$ cat config.mk
export PLATFORM = sky130hd
export DESIGN_NAME = rsz_posdiv
export DESIGN_NICKNAME = d
export VERILOG_FILES = /design/src/rtl/rsz_pkg.sv /design/src/rtl/rsz_posdiv.sv
export SDC_FILE = /design/constraint.sdc
export NUM_CORES = 2
export LEC_CHECK = 0
export BUFFER_PORTS_ARGS = -buffer_cell sky130_fd_sc_hd__buf_4
export CORE_ASPECT_RATIO = 0.8
export CORE_UTILIZATION = 40
export CTS_CLUSTER_DIAMETER = 40
export DETAILED_ROUTE_END_ITERATION = 8
export MAX_ROUTING_LAYER = met4
export PLACE_DENSITY_LB_ADDON = 0.15
export SYNTH_ARGS = -nofsm -noshare
export SYNTH_HDL_FRONTEND = slang
export SYNTH_SLANG_ARGS = --single-unit
$ cat constraint.sdc
create_clock -name clk -period 3.7 [get_ports clk]
set_input_delay 0.185 -clock clk [delete_from_list [all_inputs] [get_ports clk]]
set_output_delay 0.185 -clock clk [all_outputs]
set_load 0.02 [all_outputs]
$ cat src/rtl/rsz_pkg.sv
`default_nettype none
package rsz_pkg;

	// defaults for the top level parameters
	localparam int MAX_TEXELS_DEF = 65536;
	localparam int FRAC_BITS_DEF  = 8;

	// fixed field widths
	localparam int NUM_CH     = 4;
	localparam int COORD_W    = 12;
	localparam int LAYER_W    = 8;
	localparam int TEXEL_W    = 32;
	localparam int SIZE_W     = 13;
	localparam int DEPTH_W    = 9;
	localparam int CH_W       = 3;
	localparam int CFG_IDX_W  = 3;
	localparam int CFG_DATA_W = 13;

	// width of the full linear texel address before the range check
	localparam int FULL_ADDR_W = 36;

	// output queue
	localparam int OQ_DEPTH = 32;
	localparam int OQ_PTR_W = 5;
	localparam int OQ_CNT_W = 6;

	// modes carried in tuser
	localparam logic MODE_WRITE  = 1'b0;
	localparam logic MODE_SAMPLE = 1'b1;

	// configuration register indexes
	typedef enum logic [CFG_IDX_W-1:0] {
		REG_CHANNELS      = 3'd0,
		REG_SRC_WIDTH     = 3'd1,
		REG_SRC_HEIGHT    = 3'd2,
		REG_SRC_DEPTH     = 3'd3,
		REG_TARGET_WIDTH  = 3'd4,
		REG_TARGET_HEIGHT = 3'd5
	} cfg_reg_t;

	// item sideband that travels alongside the position divider
	typedef struct packed {
		logic                 valid;
		logic                 mode;
		logic [COORD_W-1:0]   x;
		logic [COORD_W-1:0]   y;
		logic [LAYER_W-1:0]   z;
		logic [TEXEL_W-1:0]   texel;
		logic                 err;
		logic                 wr_ok;
	} side_t;

endpackage
`default_nettype wire

$ cat src/rtl/rsz_posdiv.sv
`default_nettype none
module rsz_posdiv import rsz_pkg::*; #(
	parameter int FRAC_BITS = FRAC_BITS_DEF,
	localparam int QW = SIZE_W + FRAC_BITS,
	localparam int DW = COORD_W + SIZE_W + FRAC_BITS
) (
	input  wire logic              clk,
	input  wire logic [DW-1:0]     dividend,
	input  wire logic [SIZE_W-1:0] divisor,
	output logic      [QW-1:0]     quot
);

	logic [DW-1:0] rem_s [1:QW];
	logic [QW-1:0] q_s   [1:QW];

	// restoring division, one quotient bit per stage, msb first
	for (genvar i = 0; i < QW; i++) begin : g_stage
		localparam int B = QW - 1 - i;
		logic [DW-1:0] rem_in;
		logic [QW-1:0] q_in;
		logic [DW-1:0] sub;
		logic          take;

		if (i == 0) begin : g_first
			assign rem_in = dividend;
			assign q_in   = '0;
		end else begin : g_next
			assign rem_in = rem_s[i];
			assign q_in   = q_s[i];
		end

		assign sub  = DW'(divisor) << B;
		assign take = rem_in >= sub;

		always_ff @(posedge clk) begin
			rem_s[i+1] <= take ? rem_in - sub : rem_in;
			q_s[i+1]   <= {q_in[QW-2:0], take};
		end
	end

	// a unit target size maps everything to position zero
	assign quot = (divisor == '0) ? '0 : q_s[QW];

endmodule
`default_nettype wire

# == Word-level counts from Yosys, hierarchy flattened ==
# Memories as Yosys holds them, arrays and structs flattened.
# Index checks and enable logic that the tools add are counted.
# word_totals
regBits,0
mem_bits_rw,1134
inputBits,47
wordCells,67
mem_count,2
# memory_table
name,depth,width,rd,rd_ports_with_merged_regs,write_ports,line,source
rem_s,21,33,20,0,21,rsz_posdiv.sv:13,logic [DW-1:0] rem_s [1:QW];
q_s,21,21,21,0,21,rsz_posdiv.sv:14,logic [QW-1:0] q_s [1:QW];
# op_classes
add_sub_neg,21
n_lt_le_gt_ge,21
mux,22
reduce_logical,1
# op_table
op,count
$mux W33,21
$ge A33 B13 Y1,1
$ge A33 B14 Y1,1
$ge A33 B15 Y1,1
$ge A33 B16 Y1,1
$ge A33 B17 Y1,1
$ge A33 B18 Y1,1
$ge A33 B19 Y1,1
$ge A33 B20 Y1,1
$ge A33 B21 Y1,1
$ge A33 B22 Y1,1
$ge A33 B23 Y1,1
$ge A33 B24 Y1,1
$ge A33 B25 Y1,1
$ge A33 B26 Y1,1
$ge A33 B27 Y1,1
$ge A33 B28 Y1,1
$ge A33 B29 Y1,1
$ge A33 B30 Y1,1
$ge A33 B31 Y1,1
$ge A33 B32 Y1,1
$ge A33 B33 Y1,1
$sub A33 B13 Y33,1
$sub A33 B14 Y33,1
21 further kinds,21

# == Logic depth before layout (Yosys ltp) ==
# An unclocked memory read counts as a cell.
# logic_depth
word_depth,3
depth_mapped,14
depth_no_buf,12

# == Worst setup path after synthesis ==
# OpenSTA, ideal clock, no wires.
# synth_timing
kind,in2reg
from,input divisor[1]
to,register rem_s[0][654] (netlist name)
setup_time_ns,0.120
t_arrival_ns,3.133
required_time_ns,3.580
setup_slack_ns,0.448
cell_stages,10
path_buffers,0
path_cell_list,inv_1 -> ha_1 -> nor2b_1 -> o31a_1 -> o41a_1 -> o221ai_1 -> a21oi_1 -> nor4_2 -> nand4_1 -> xnor2_1
# synth_rtl
element,line,source
start: declaration,rsz_posdiv.sv:9,"input wire logic [SIZE_W-1:0] divisor,"

==> results.sh <==
export IMPL_synth_edf_count=0
export IMPL_nFillCells=8841
export IMPL_crit_path_cell_trace="ha_1 -> or4b_2 -> nor4_1 -> a2111oi_0 -> inv_1 -> a31oi_2 -> or3_1 -> or3_1 -> xnor2_1"
export IMPL_layout_common_cells="dfxtp_1, nor2_1, ha_1"
export IMPL_cts_buffers=112
export IMPL_outcome="finished, final reports clean"
export IMPL_nets=4346
export IMPL_avgSynthCellArea_um2=9.89
export IMPL_wl_per_cell_um=17.0
export IMPL_worst_pin_slew_ps=804
export IMPL_met3_length_mm=4.15
export IMPL_die_y_um=276
export IMPL_dp_hpwl_mm=67.3
export IMPL_clk_latency_ps=690
export IMPL_timing_critical_path_mode_cell="or3_1"
export IMPL_grt_overflow=0
export IMPL_regArea_um2=17800
export IMPL_vias_per_cell=5.14
export IMPL_port_buffers=67
export IMPL_critical_path_class="register to register"
export IMPL_worstPathMaxFanout=6
export IMPL_end_kind="register"
export IMPL_async_flop_share=0
export IMPL_grt_max_degree=32
export IMPL_fin_util=0.476
export IMPL_grt_setup_unrepaired="no"
export IMPL_clock_sinks=891
export IMPL_cts_root_buf="clkbuf_16"
export IMPL_p_total_mw=41.1
export IMPL_ys_flop_type="dfxtp_1"
export IMPL_synth_cells=3799
export IMPL_fmaxAchievable_mhz=310
export IMPL_post_cts_setup_buffer_count=0
export IMPL_power_density_nw_per_um2=928
export IMPL_peakVddDrop_mv=0.469
export IMPL_yosys_register_bits=891
export IMPL_first_pass_iters=5
export IMPL_worst_ep_required_time_ps=4260
export IMPL_routed_wl_met2_mm=37.0
export IMPL_top_layer_used="met4"
export IMPL_hold_viol_final=0
export IMPL_core_region_area_um2=93100
export IMPL_hold_buffers=33
export IMPL_clock_skew_ps=28.3
export IMPL_seq_area_frac_synth=0.475
export IMPL_cts_resized=0
export IMPL_setup_violations=0
export IMPL_clkSlewWorstSetupHoldPaths_ps=60
export IMPL_arrival_ps=3790
export IMPL_remaining_drc_errors=0
export IMPL_synthesis_area_um2=37600
export IMPL_postPlaceCellArea_um2=39900
export IMPL_ant_nets=0
export IMPL_io_pins=68
export IMPL_slew_viol_final=0
export IMPL_drive_above_1_share=0.109
export IMPL_placementRows=100
export IMPL_slowest_stage="or4b_2"
export IMPL_syn2layout_area_growth_pct=17.8
export IMPL_die_x_um=345
export IMPL_antenna_found_initial=2
export IMPL_gp_congestion=0.886
export IMPL_first_iter_violations=1510
export IMPL_htree_levels=3
export IMPL_power_leakage_nw=18.4
export IMPL_clockBufferDepth=3
export IMPL_drt_total_wl_mm=90.6
export IMPL_fin_area_um2=44300
export IMPL_grt_pass1_vias=26000
export IMPL_yosys_warnings=0
export IMPL_crit_path_start_kind="register"
export IMPL_wl_met1_mm=47.6
export IMPL_max_stage_delay_ps=680
export IMPL_critPathTopFamily="simple AND/OR/NAND/NOR gates"
export IMPL_cts_tree="done"
export IMPL_num_antenna_cells=0
export IMPL_vias=27300
export IMPL_layout_commonest_cell="dfxtp_1"
export IMPL_min_period_over_period=0.873
export IMPL_min_period_ps=3230
export IMPL_maxSlewHeadroom=0.459
export IMPL_hold_class="primary input to register"
export IMPL_ys_types=92
export IMPL_syn_num_nets=4139
export IMPL_initial_utilization=0.404
export IMPL_globalRouteTotalUtil=0.194
export IMPL_tns_ps=0
export IMPL_grt_pass1_wl_mm=143
export IMPL_multiInputGateArea_um2=18900
export IMPL_cp_buffers_inverters=1
export IMPL_drv_cap=0
export IMPL_die_area_um2=95200
-- worst paths after layout --
path,startpoint,endpoint,slack [ps],depth (start not counted)
min,divisor[1],rem_s[0][310],110,4
max,rem_s[0][439],rem_s[0][494],470,9
min reg2reg,q_s[6][8],q_s[6][30],310,0
max reg2reg,rem_s[0][439],rem_s[0][494],470,9
-- flip-flops by register name, indices dropped and copies added (netlist names) --
register,flops
q_s,231
rem_s,660
-- Yosys cell counts (53+ instances only) --
cell type  count  area share
ha_1         273       0.091
nand2_1      237       0.024
clkbuf_1      53      0.0053
nand3_1       71      0.0095
a21oi_1      250       0.033
xnor2_1      193       0.045
nand2b_1      55      0.0092
inv_1        134       0.013
nor3_1       129       0.017
nor4_1        75       0.012
dfxtp_1      891        0.47
a21o_1        76       0.015
nor2_1       278       0.028
o21ai_0      193       0.026
xor2_1       166       0.039
-- worst register-to-register path, stage by stage (launching register included) --
cell	delay [ps]
dfxtp_1	310
ha_1	360
or4b_2	680
nor4_1	440
a2111oi_0	190
inv_1	110
a31oi_2	40
or3_1	480
or3_1	360
xnor2_1	130
-- power by group --
part / switching [mW] / total (mW) / internal, mW
combinational: 7.78 / 14.6 / 6.79
clock: 4.56 / 11.4 / 6.83
sequential: 2.35 / 15.1 / 12.8
-- cell type report --
type / count / area share
clock buffers: 130 / 0.0685
clock inverters: 76 / 0.0222
inverters: 136 / 0.0115
multi-input cells: 2700 / 0.428
flip-flops and latches: 891 / 0.403
well taps: 1224 / 0.0346
repair buffers: 165 / 0.0327
-- stage by stage --
| step | setup WS [ps] | hold WS [ps] | std cells |
|---|---|---|---|
| after floorplan | 448 | 213 | 3799 |
| after global placement | 266 | 301 | 5083 |
| after detailed placement | 275 | 301 | 5083 |
| after CTS | 451 | 87.1 | 5322 |
| after global routing | 199 | 117 | 5322 |
| final | 470 | 113 | 5322 |
-- cell families (layout without fill, tap and decap cells) --
family / count (synthesis) / count (layout) / synth area share
AND/OR/NAND/NOR: 1192 / 1192 / 0.166
flip-flops: 891 / 891 / 0.475
AO/OA/AOI/OAI: 795 / 795 / 0.134
XOR/XNOR: 359 / 359 / 0.0837
adder cells (fa/ha/maj): 293 / 293 / 0.102
buffers and inverters: 208 / 507 / 0.0220
multiplexers: 61 / 61 / 0.0187
-- per-layer routing --
| layer | up-vias | track usage |
|---|---|---|
| li1 | 14000 | - |
| met1 | 12600 | 0.288 |
| met2 | 528 | 0.270 |
| met3 | 146 | 0.0338 |
| met4 | 0 | 0.0469 |
| met5 | - | - |
Note: power is estimated with default switching activity, not from simulation.
