## config.mk

```make
export PLATFORM = sky130hd
export DESIGN_NAME = rsz_blend
export DESIGN_NICKNAME = d
export VERILOG_FILES = /design/src/rtl/rsz_pkg.sv /design/src/rtl/rsz_blend.sv
export SDC_FILE = /design/constraint.sdc
export NUM_CORES = 2
export LEC_CHECK = 0
export BUFFER_PORTS_ARGS = -buffer_cell sky130_fd_sc_hd__buf_4
export CORE_MARGIN = 4
export CORE_UTILIZATION = 30
export DETAILED_ROUTE_END_ITERATION = 16
export PLACE_DENSITY = 0.51
export SLEW_MARGIN = 20
export SYNTH_ARGS = -nofsm -noshare
export SYNTH_HDL_FRONTEND = slang
export SYNTH_SLANG_ARGS = --single-unit
```

## constraint.sdc

```tcl
create_clock -name clk -period 8.5 [get_ports clk]
set_clock_uncertainty 0.2 [all_clocks]
set_input_delay 0.425 -clock clk [delete_from_list [all_inputs] [get_ports clk]]
set_output_delay 0.425 -clock clk [all_outputs]
set_load 0.03 [all_outputs]
```

## src/rtl/rsz_pkg.sv

```systemverilog
`default_nettype none
package rsz_pkg;

	// defaults for the top level parameters
	localparam int MAX_TEXELS_DEF = 65536;
	localparam int FRAC_BITS_DEF  = 8;

	// fixed field widths
	localparam int NUM_CH     = 4;
	localparam int COORD_W    = 12;
	localparam int LAYER_W    = 8;
	localparam int TEXEL_W    = 32;
	localparam int SIZE_W     = 13;
	localparam int DEPTH_W    = 9;
	localparam int CH_W       = 3;
	localparam int CFG_IDX_W  = 3;
	localparam int CFG_DATA_W = 13;

	// width of the full linear texel address before the range check
	localparam int FULL_ADDR_W = 36;

	// output queue
	localparam int OQ_DEPTH = 32;
	localparam int OQ_PTR_W = 5;
	localparam int OQ_CNT_W = 6;

	// modes carried in tuser
	localparam logic MODE_WRITE  = 1'b0;
	localparam logic MODE_SAMPLE = 1'b1;

	// configuration register indexes
	typedef enum logic [CFG_IDX_W-1:0] {
		REG_CHANNELS      = 3'd0,
		REG_SRC_WIDTH     = 3'd1,
		REG_SRC_HEIGHT    = 3'd2,
		REG_SRC_DEPTH     = 3'd3,
		REG_TARGET_WIDTH  = 3'd4,
		REG_TARGET_HEIGHT = 3'd5
	} cfg_reg_t;

	// item sideband that travels alongside the position divider
	typedef struct packed {
		logic                 valid;
		logic                 mode;
		logic [COORD_W-1:0]   x;
		logic [COORD_W-1:0]   y;
		logic [LAYER_W-1:0]   z;
		logic [TEXEL_W-1:0]   texel;
		logic                 err;
		logic                 wr_ok;
	} side_t;

endpackage
`default_nettype wire

```

## src/rtl/rsz_blend.sv

```systemverilog
`default_nettype none
module rsz_blend import rsz_pkg::*; #(
	parameter int FRAC_BITS = FRAC_BITS_DEF
) (
	input  wire logic                 clk,
	input  wire logic [TEXEL_W-1:0]   tex [4],
	input  wire logic [FRAC_BITS-1:0] fx,
	input  wire logic [FRAC_BITS-1:0] fy,
	input  wire logic [CH_W-1:0]      nch,
	input  wire logic                 err,
	output logic      [7:0]           pix [NUM_CH]
);

	localparam int WW = FRAC_BITS + 1;
	localparam int RW = 8 + FRAC_BITS;
	localparam int VW = 8 + 2 * FRAC_BITS + 1;
	localparam logic [WW-1:0] ONE = WW'(1) << FRAC_BITS;

	logic [WW-1:0] wx0, wx1;
	logic [RW-1:0] r0_s7 [NUM_CH];
	logic [RW-1:0] r1_s7 [NUM_CH];
	logic [WW-1:0] fy_s7;
	logic          keep_s7 [NUM_CH];

	assign wx0 = ONE - WW'(fx);
	assign wx1 = WW'(fx);

	for (genvar k = 0; k < NUM_CH; k++) begin : g_ch
		logic [7:0]    a, b, c, d;
		logic [VW-1:0] v;

		assign a = tex[0][8*k +: 8];
		assign b = tex[1][8*k +: 8];
		assign c = tex[2][8*k +: 8];
		assign d = tex[3][8*k +: 8];

		// horizontal blend of both rows
		always_ff @(posedge clk) begin
			r0_s7[k]   <= RW'(RW'(a) * RW'(wx0)) + RW'(RW'(b) * RW'(wx1));
			r1_s7[k]   <= RW'(RW'(c) * RW'(wx0)) + RW'(RW'(d) * RW'(wx1));
			keep_s7[k] <= !err && (CH_W'(k) < nch);
		end

		// vertical blend and truncation to a byte
		assign v = VW'(VW'(r0_s7[k]) * VW'(ONE - fy_s7)) + VW'(VW'(r1_s7[k]) * VW'(fy_s7));

		always_ff @(posedge clk) begin
			pix[k] <= keep_s7[k] ? v[2*FRAC_BITS +: 8] : 8'd0;
		end
	end

	always_ff @(posedge clk) begin
		fy_s7 <= WW'(fy);
	end

endmodule
`default_nettype wire

```

# Word-level counts from Yosys, hierarchy flattened
# Memories as Yosys holds them, arrays and structs flattened.
# Index checks and enable logic that the tools add are counted.
dict set report totals {
  latch_bits 0
  inputBits 149
  wordCells 55
  ff_bits 40
  output_inout_bits 32
  ram_bits 132
  romBits 0
  memories 3
}
# memory depth word_bits rd rd_ports_with_merged_regs write_ports line
set memory_table {}
lappend memory_table {r0_s7 4 16 4 0 4 rsz_blend.sv:20} ;# logic [RW-1:0] r0_s7 [NUM_CH];
lappend memory_table {r1_s7 4 16 4 0 4 rsz_blend.sv:21} ;# logic [RW-1:0] r1_s7 [NUM_CH];
lappend memory_table {keep_s7 4 1 4 0 4 rsz_blend.sv:23} ;# logic keep_s7 [NUM_CH];
dict set report classes {
  mux 0
  mul 24
  n_eq_ne 0
  n_lt_le_gt_ge 4
  reduce_logical 5
  n_shift 0
  addsub 14
  bitwise 0
  n_div 0
}
# cell count
set ops {}
lappend ops {{adder 16 bit} 8}
lappend ops {{multiplier 8 x 8 -> 16 bit} 8}
lappend ops {{multiplier 8 x 9 -> 16 bit} 8}
lappend ops {{adder 24 bit} 4}
lappend ops {{multiplier 16 x 8 -> 24 bit} 4}
lappend ops {{multiplier 16 x 25 -> 24 bit} 3}
lappend ops {{multiplier 17 x 10 -> 24 bit} 1}
lappend ops {{subtractor 9 x 8 -> 10 bit (first input constant)} 1}
lappend ops {{subtractor 9 x 8 -> 9 bit (first input constant)} 1}
lappend ops {{less-than comparator 1 x 3 -> 1 bit (first input constant)} 2}
lappend ops {{less-than comparator 2 x 3 -> 1 bit (first input constant)} 2}
lappend ops {{logical AND 1 bit} 4}
lappend ops {{logical NOT 1 bit} 1}

# Logic depth before layout (Yosys ltp)
dict set report logic_depth {
  word_depth 3
  depth_mapped 28
  ltp_nobuf 26
}

# Worst setup path before layout
# OpenSTA, ideal clock, no wires.
dict set report synth_timing {
  kind {reg2reg}
  start {register fy_s7[0]}
  end {register pix[23] (netlist bit)}
  setup_ps 116
  t_arrival_ps 7080
  path_buffers 2
  setup_slack_ps 1104
  period_less_slack_ps 7396
  t_required_ps 8184
  path_stages_with_launch 29
  path_cell_list {dfxtp_1 buf_2 inv_1 ha_1 nand3_1 xor2_1 clkbuf_1 nand2_1 fa_1 inv_1 fa_1 inv_1 fa_1 fa_1 inv_1 fa_1 fa_1 inv_1 fa_1 inv_1 ha_1 a21o_1 a211oi_1 o211ai_1 a31oi_2 o21ai_2 or4_1 a21oi_1 and3b_1}
}
dict set report synth_between {
  elab_chain_len 3
  elab_cells_between_ends 4
  classes_between {add/sub: 2; mul: 2}
}
# element line
set synth_lines {}
lappend synth_lines {{from (decl)} rsz_blend.sv:22} ;# logic [WW-1:0] fy_s7;
lappend synth_lines {{from (signal assigned)} rsz_blend.sv:53} ;# fy_s7 <= WW'(fy);
lappend synth_lines {{subtractor 9 x 8 -> 10 bit} rsz_blend.sv:45} ;# assign v = VW'(VW'(r0_s7[k]) * VW'(ONE - fy_s7)) + VW'(VW'(r1_s7[k]) * VW'(fy_s7));
lappend synth_lines {{multiplier 16 x 25 -> 24 bit} rsz_blend.sv:45}
lappend synth_lines {{adder 24 bit *} rsz_blend.sv:45}
lappend synth_lines {{to (signal, indexed assignment)} rsz_blend.sv:48} ;# pix[k] <= keep_s7[k] ? v[2*FRAC_BITS +: 8] : 8'd0;
lappend synth_lines {{to (decl)} rsz_blend.sv:11} ;# output logic [7:0] pix [NUM_CH]
# Every way passes the cells marked *; elsewhere a longest branch is shown, timed or not.
# A chain may end at the register's enable or synchronous reset.

# Worst setup path after layout
dict set report layout_timing {
  start {register fy_s7[2]}
  end {register pix[31] (netlist bit)}
}
# The elaborated chain is that of the path after synthesis.

==> flow_summary.ini <==
[floorplanning]
die-area_mm2 = 0.2551
ioPinCount = 181
rows = 182
fp.coreArea_mm2 = 0.2459
initial_core_util_pct = 30.14
die_h_um = 505.0
die_x_um = 505.0

[timing]
rsz0062_at_grt = no
finalSetupViolations = 0
finalHoldViolCount = 0
fmax_mhz = 126.8
finalHoldWorstSlack_ns = 0.1297
worst_pin_slew_ns = 1.052
relSlewSlack_pct = 29.90
period_needed_ns = 7.885
drv_slew = 0
fin_setup_tns_ns = 0
post-route-period-util_pct = 92.77

[logic_synthesis]
synth_edf_count = 0
ys_warn_count = 0
synth_top_area_share_pct = 45.59
synthesis.area_per_instance_um2 = 9.214
ys_seq_elements = 172
synth_fp_nets = 10808
syn_area_mm2 = 0.07411
async_flop_share_pct = 0
ys_seq_area_share_pct = 4.646
synth-main-ff-cell = dfxtp_1
synthCells = 8044
synthTopCellsByArea = fa_1 (46%), ha_1 (16%), and2_1 (11%)
ys_types = 58
synth_top_area_cell = fa_1

[cells_and_area]
drive_gt1_share_pct = 4.124
area_growth_pct = 8.215
finish.net_count = 10825
mostFrequentLayoutCell = inv_1
fillers = 25710
layout_common_cells = inv_1 (2075), fa_1 (1688), and2_1 (1358)

[setup_path]
reg2reg_to = pix[31]$_SDFF_PN0_
crit_path_start = fy_s7[2]$_DFF_P_
crit_type = reg -> reg
critPathCapture = pix[31]$_SDFF_PN0_
crit_required_ns = 8.74
setup.worst_path.end_class = flop
rr_startpoint = fy_s7[2]$_DFF_P_
regToRegSetupSlack_ns = 0.61
crit_arrival_ns = 8.12
path_max_fanout = 66
reg2reg_depth = 25
startpoint_type = flop

[grt]
grt_first_pass_wirelength_mm = 323.5
antenna_found_initial = 36
grt_max_degree = 82
grt_util_met3_pct = 2.077
grt.overflow.total = 0
grt_util_met2_pct = 26.72
met1_usage_pct = 21.94
grt_usage_pct = 16.10
grt_pass1_vias = 57344
busiest_layer = met2

[clock_tree]
clock_path_buffers = 2
h-tree-depth = 4
clock_latency_ns = 0.55
clock-sinks = 172
post-cts-setup-buffers = 0
cts_root_buf = clkbuf_16
clkTransAtPathRegs_ns = 0.10
hold_buffers = 11
cts_tree = yes
cts-buffers-inserted = 17
ctsResizeCount = 0

[job]
drv_cap = 0

[drt]
firstDrtPassIters = 8
route.detailed.drc = 0
postRouteAntennaNets = 0
drt_iter0_drc = 2413
wirelength_mm = 198.5
avgViaCountPerCell = 4.505
vias = 51018
wl_per_cell_um = 17.53

[place]
port_buffers = 180
dp_hpwl_mm = 164.6
gp_congestion = 0.8389

[min_path]
hold_class = in -> reg

[outcome]
status = complete, no violations
[cell usage after synthesis, drive strengths merged (3+ instances only)]
| cell | number |
|---|---|
| inv | 2075 |
| fa | 1688 |
| and2 | 1358 |
| ha | 927 |
| nand2 | 884 |
| clkbuf | 222 |
| dfxtp | 172 |
| xnor2 | 171 |
| a21oi | 82 |
| nor2 | 64 |
| buf | 48 |
| xor2 | 45 |
| a21o | 38 |
| nor3 | 37 |
| o21ai | 32 |
| nand3 | 30 |
| a211oi | 20 |
| nor2b | 15 |
| or3 | 14 |
| and3 | 10 |
| o31ai | 10 |
| o21bai | 9 |
| a31o | 8 |
| nand4 | 8 |
| o211ai | 7 |
| o21a | 7 |
| or2 | 7 |
| a31oi | 6 |
| a211o | 5 |
| nand2b | 5 |
| o311a | 5 |
| nor4 | 4 |
| a41o | 3 |
| and3b | 3 |
| nand4b | 3 |
| nor3b | 3 |
[kinds of logic after synthesis]
kind of cell    synth area share (%)
fa+ha+maj                      61.24
simple gates                   17.40
buf+inv                        11.88
compound gates                 2.271
xor+xnor                       2.553
flops                          4.646
mux                          0.01351
[metal layers]
layer  up-vias  wire (um)
li1      23343          -
met1     26540      90110
met2       936      94450
met3       193       8355
met4         6       5581
met5         -         41
[worst max-delay path, cell delays in order (launching register included)]
cell       delay, ns
dfxtp_2         0.33
buf_4           0.68
nor3_1          0.17
xnor2_2         0.20
buf_4           0.32
and2_1          0.23
fa_1            0.41
fa_1            0.57
inv_1           0.05
fa_1            0.48
inv_1           0.05
fa_1            0.48
fa_1            0.45
fa_1            0.51
inv_1           0.05
fa_1            0.48
inv_1           0.05
ha_1            0.28
a21o_1          0.16
a21o_1          0.17
a211o_1         0.33
a2111oi_4       0.47
o311ai_4        0.19
o31ai_4         0.20
xnor2_1         0.10
and2_1          0.15
[layout make-up]
| cell class | instances | area (um^2) | area share, % |
|---|---|---|---|
| multi-input cells | 5527 | 62030 | 77.34 |
| inverters | 2075 | 7789 | 9.711 |
| well taps | 3220 | 4029 | 5.023 |
| flip-flops and latches | 172 | 3456 | 4.309 |
| repair buffers | 268 | 2202 | 2.746 |
| clock buffers | 19 | 442.9 | 0.5523 |
| clock inverters | 13 | 175.2 | 0.2184 |
| diodes | 31 | 77.57 | 0.09672 |
[worst min-delay path by stage]
stage | endpoint | slack, ns | from | cells past startpoint
after floorplan | pix[3]$_SDFF_PN0_ | 0.23 | keep_s7[3]$_DFF_P_ | 1
after global placement | fy_s7[2]$_DFF_P_ | 0.34 | fy[2] | 1
after detailed placement | fy_s7[0]$_DFF_P_ | 0.34 | fy[0] | 1
after CTS | r0_s7[1][0]$_DFF_P_ | 0.07 | tex[104] | 3
after global routing | r0_s7[1][0]$_DFF_P_ | 0.13 | tex[104] | 3
final | r0_s7[1][0]$_DFF_P_ | 0.13 | tex[104] | 3
[metrics by stage]
step                      area, um^2  instances  setup WS, ns  util (%)
after floorplan                74110       8044         1.104         -
after global placement         79400      11251        0.6822     32.28
after CTS                      80130      11294        0.5677     32.58
after detailed placement       79400      11251        0.6326     32.28
after global routing           80190      11319        0.1865     32.61
final                          80200      11325        0.6148     32.61
[flip-flops by register name (all words and copies together), names as in the netlist]
signal / flops
r0_s7: 64
r1_s7: 64
keep_s7: 4
pix: 32
fy_s7: 8
Power is not shown: default switching activity piles up to over one toggle a cycle in this logic, so the estimate is an artifact.
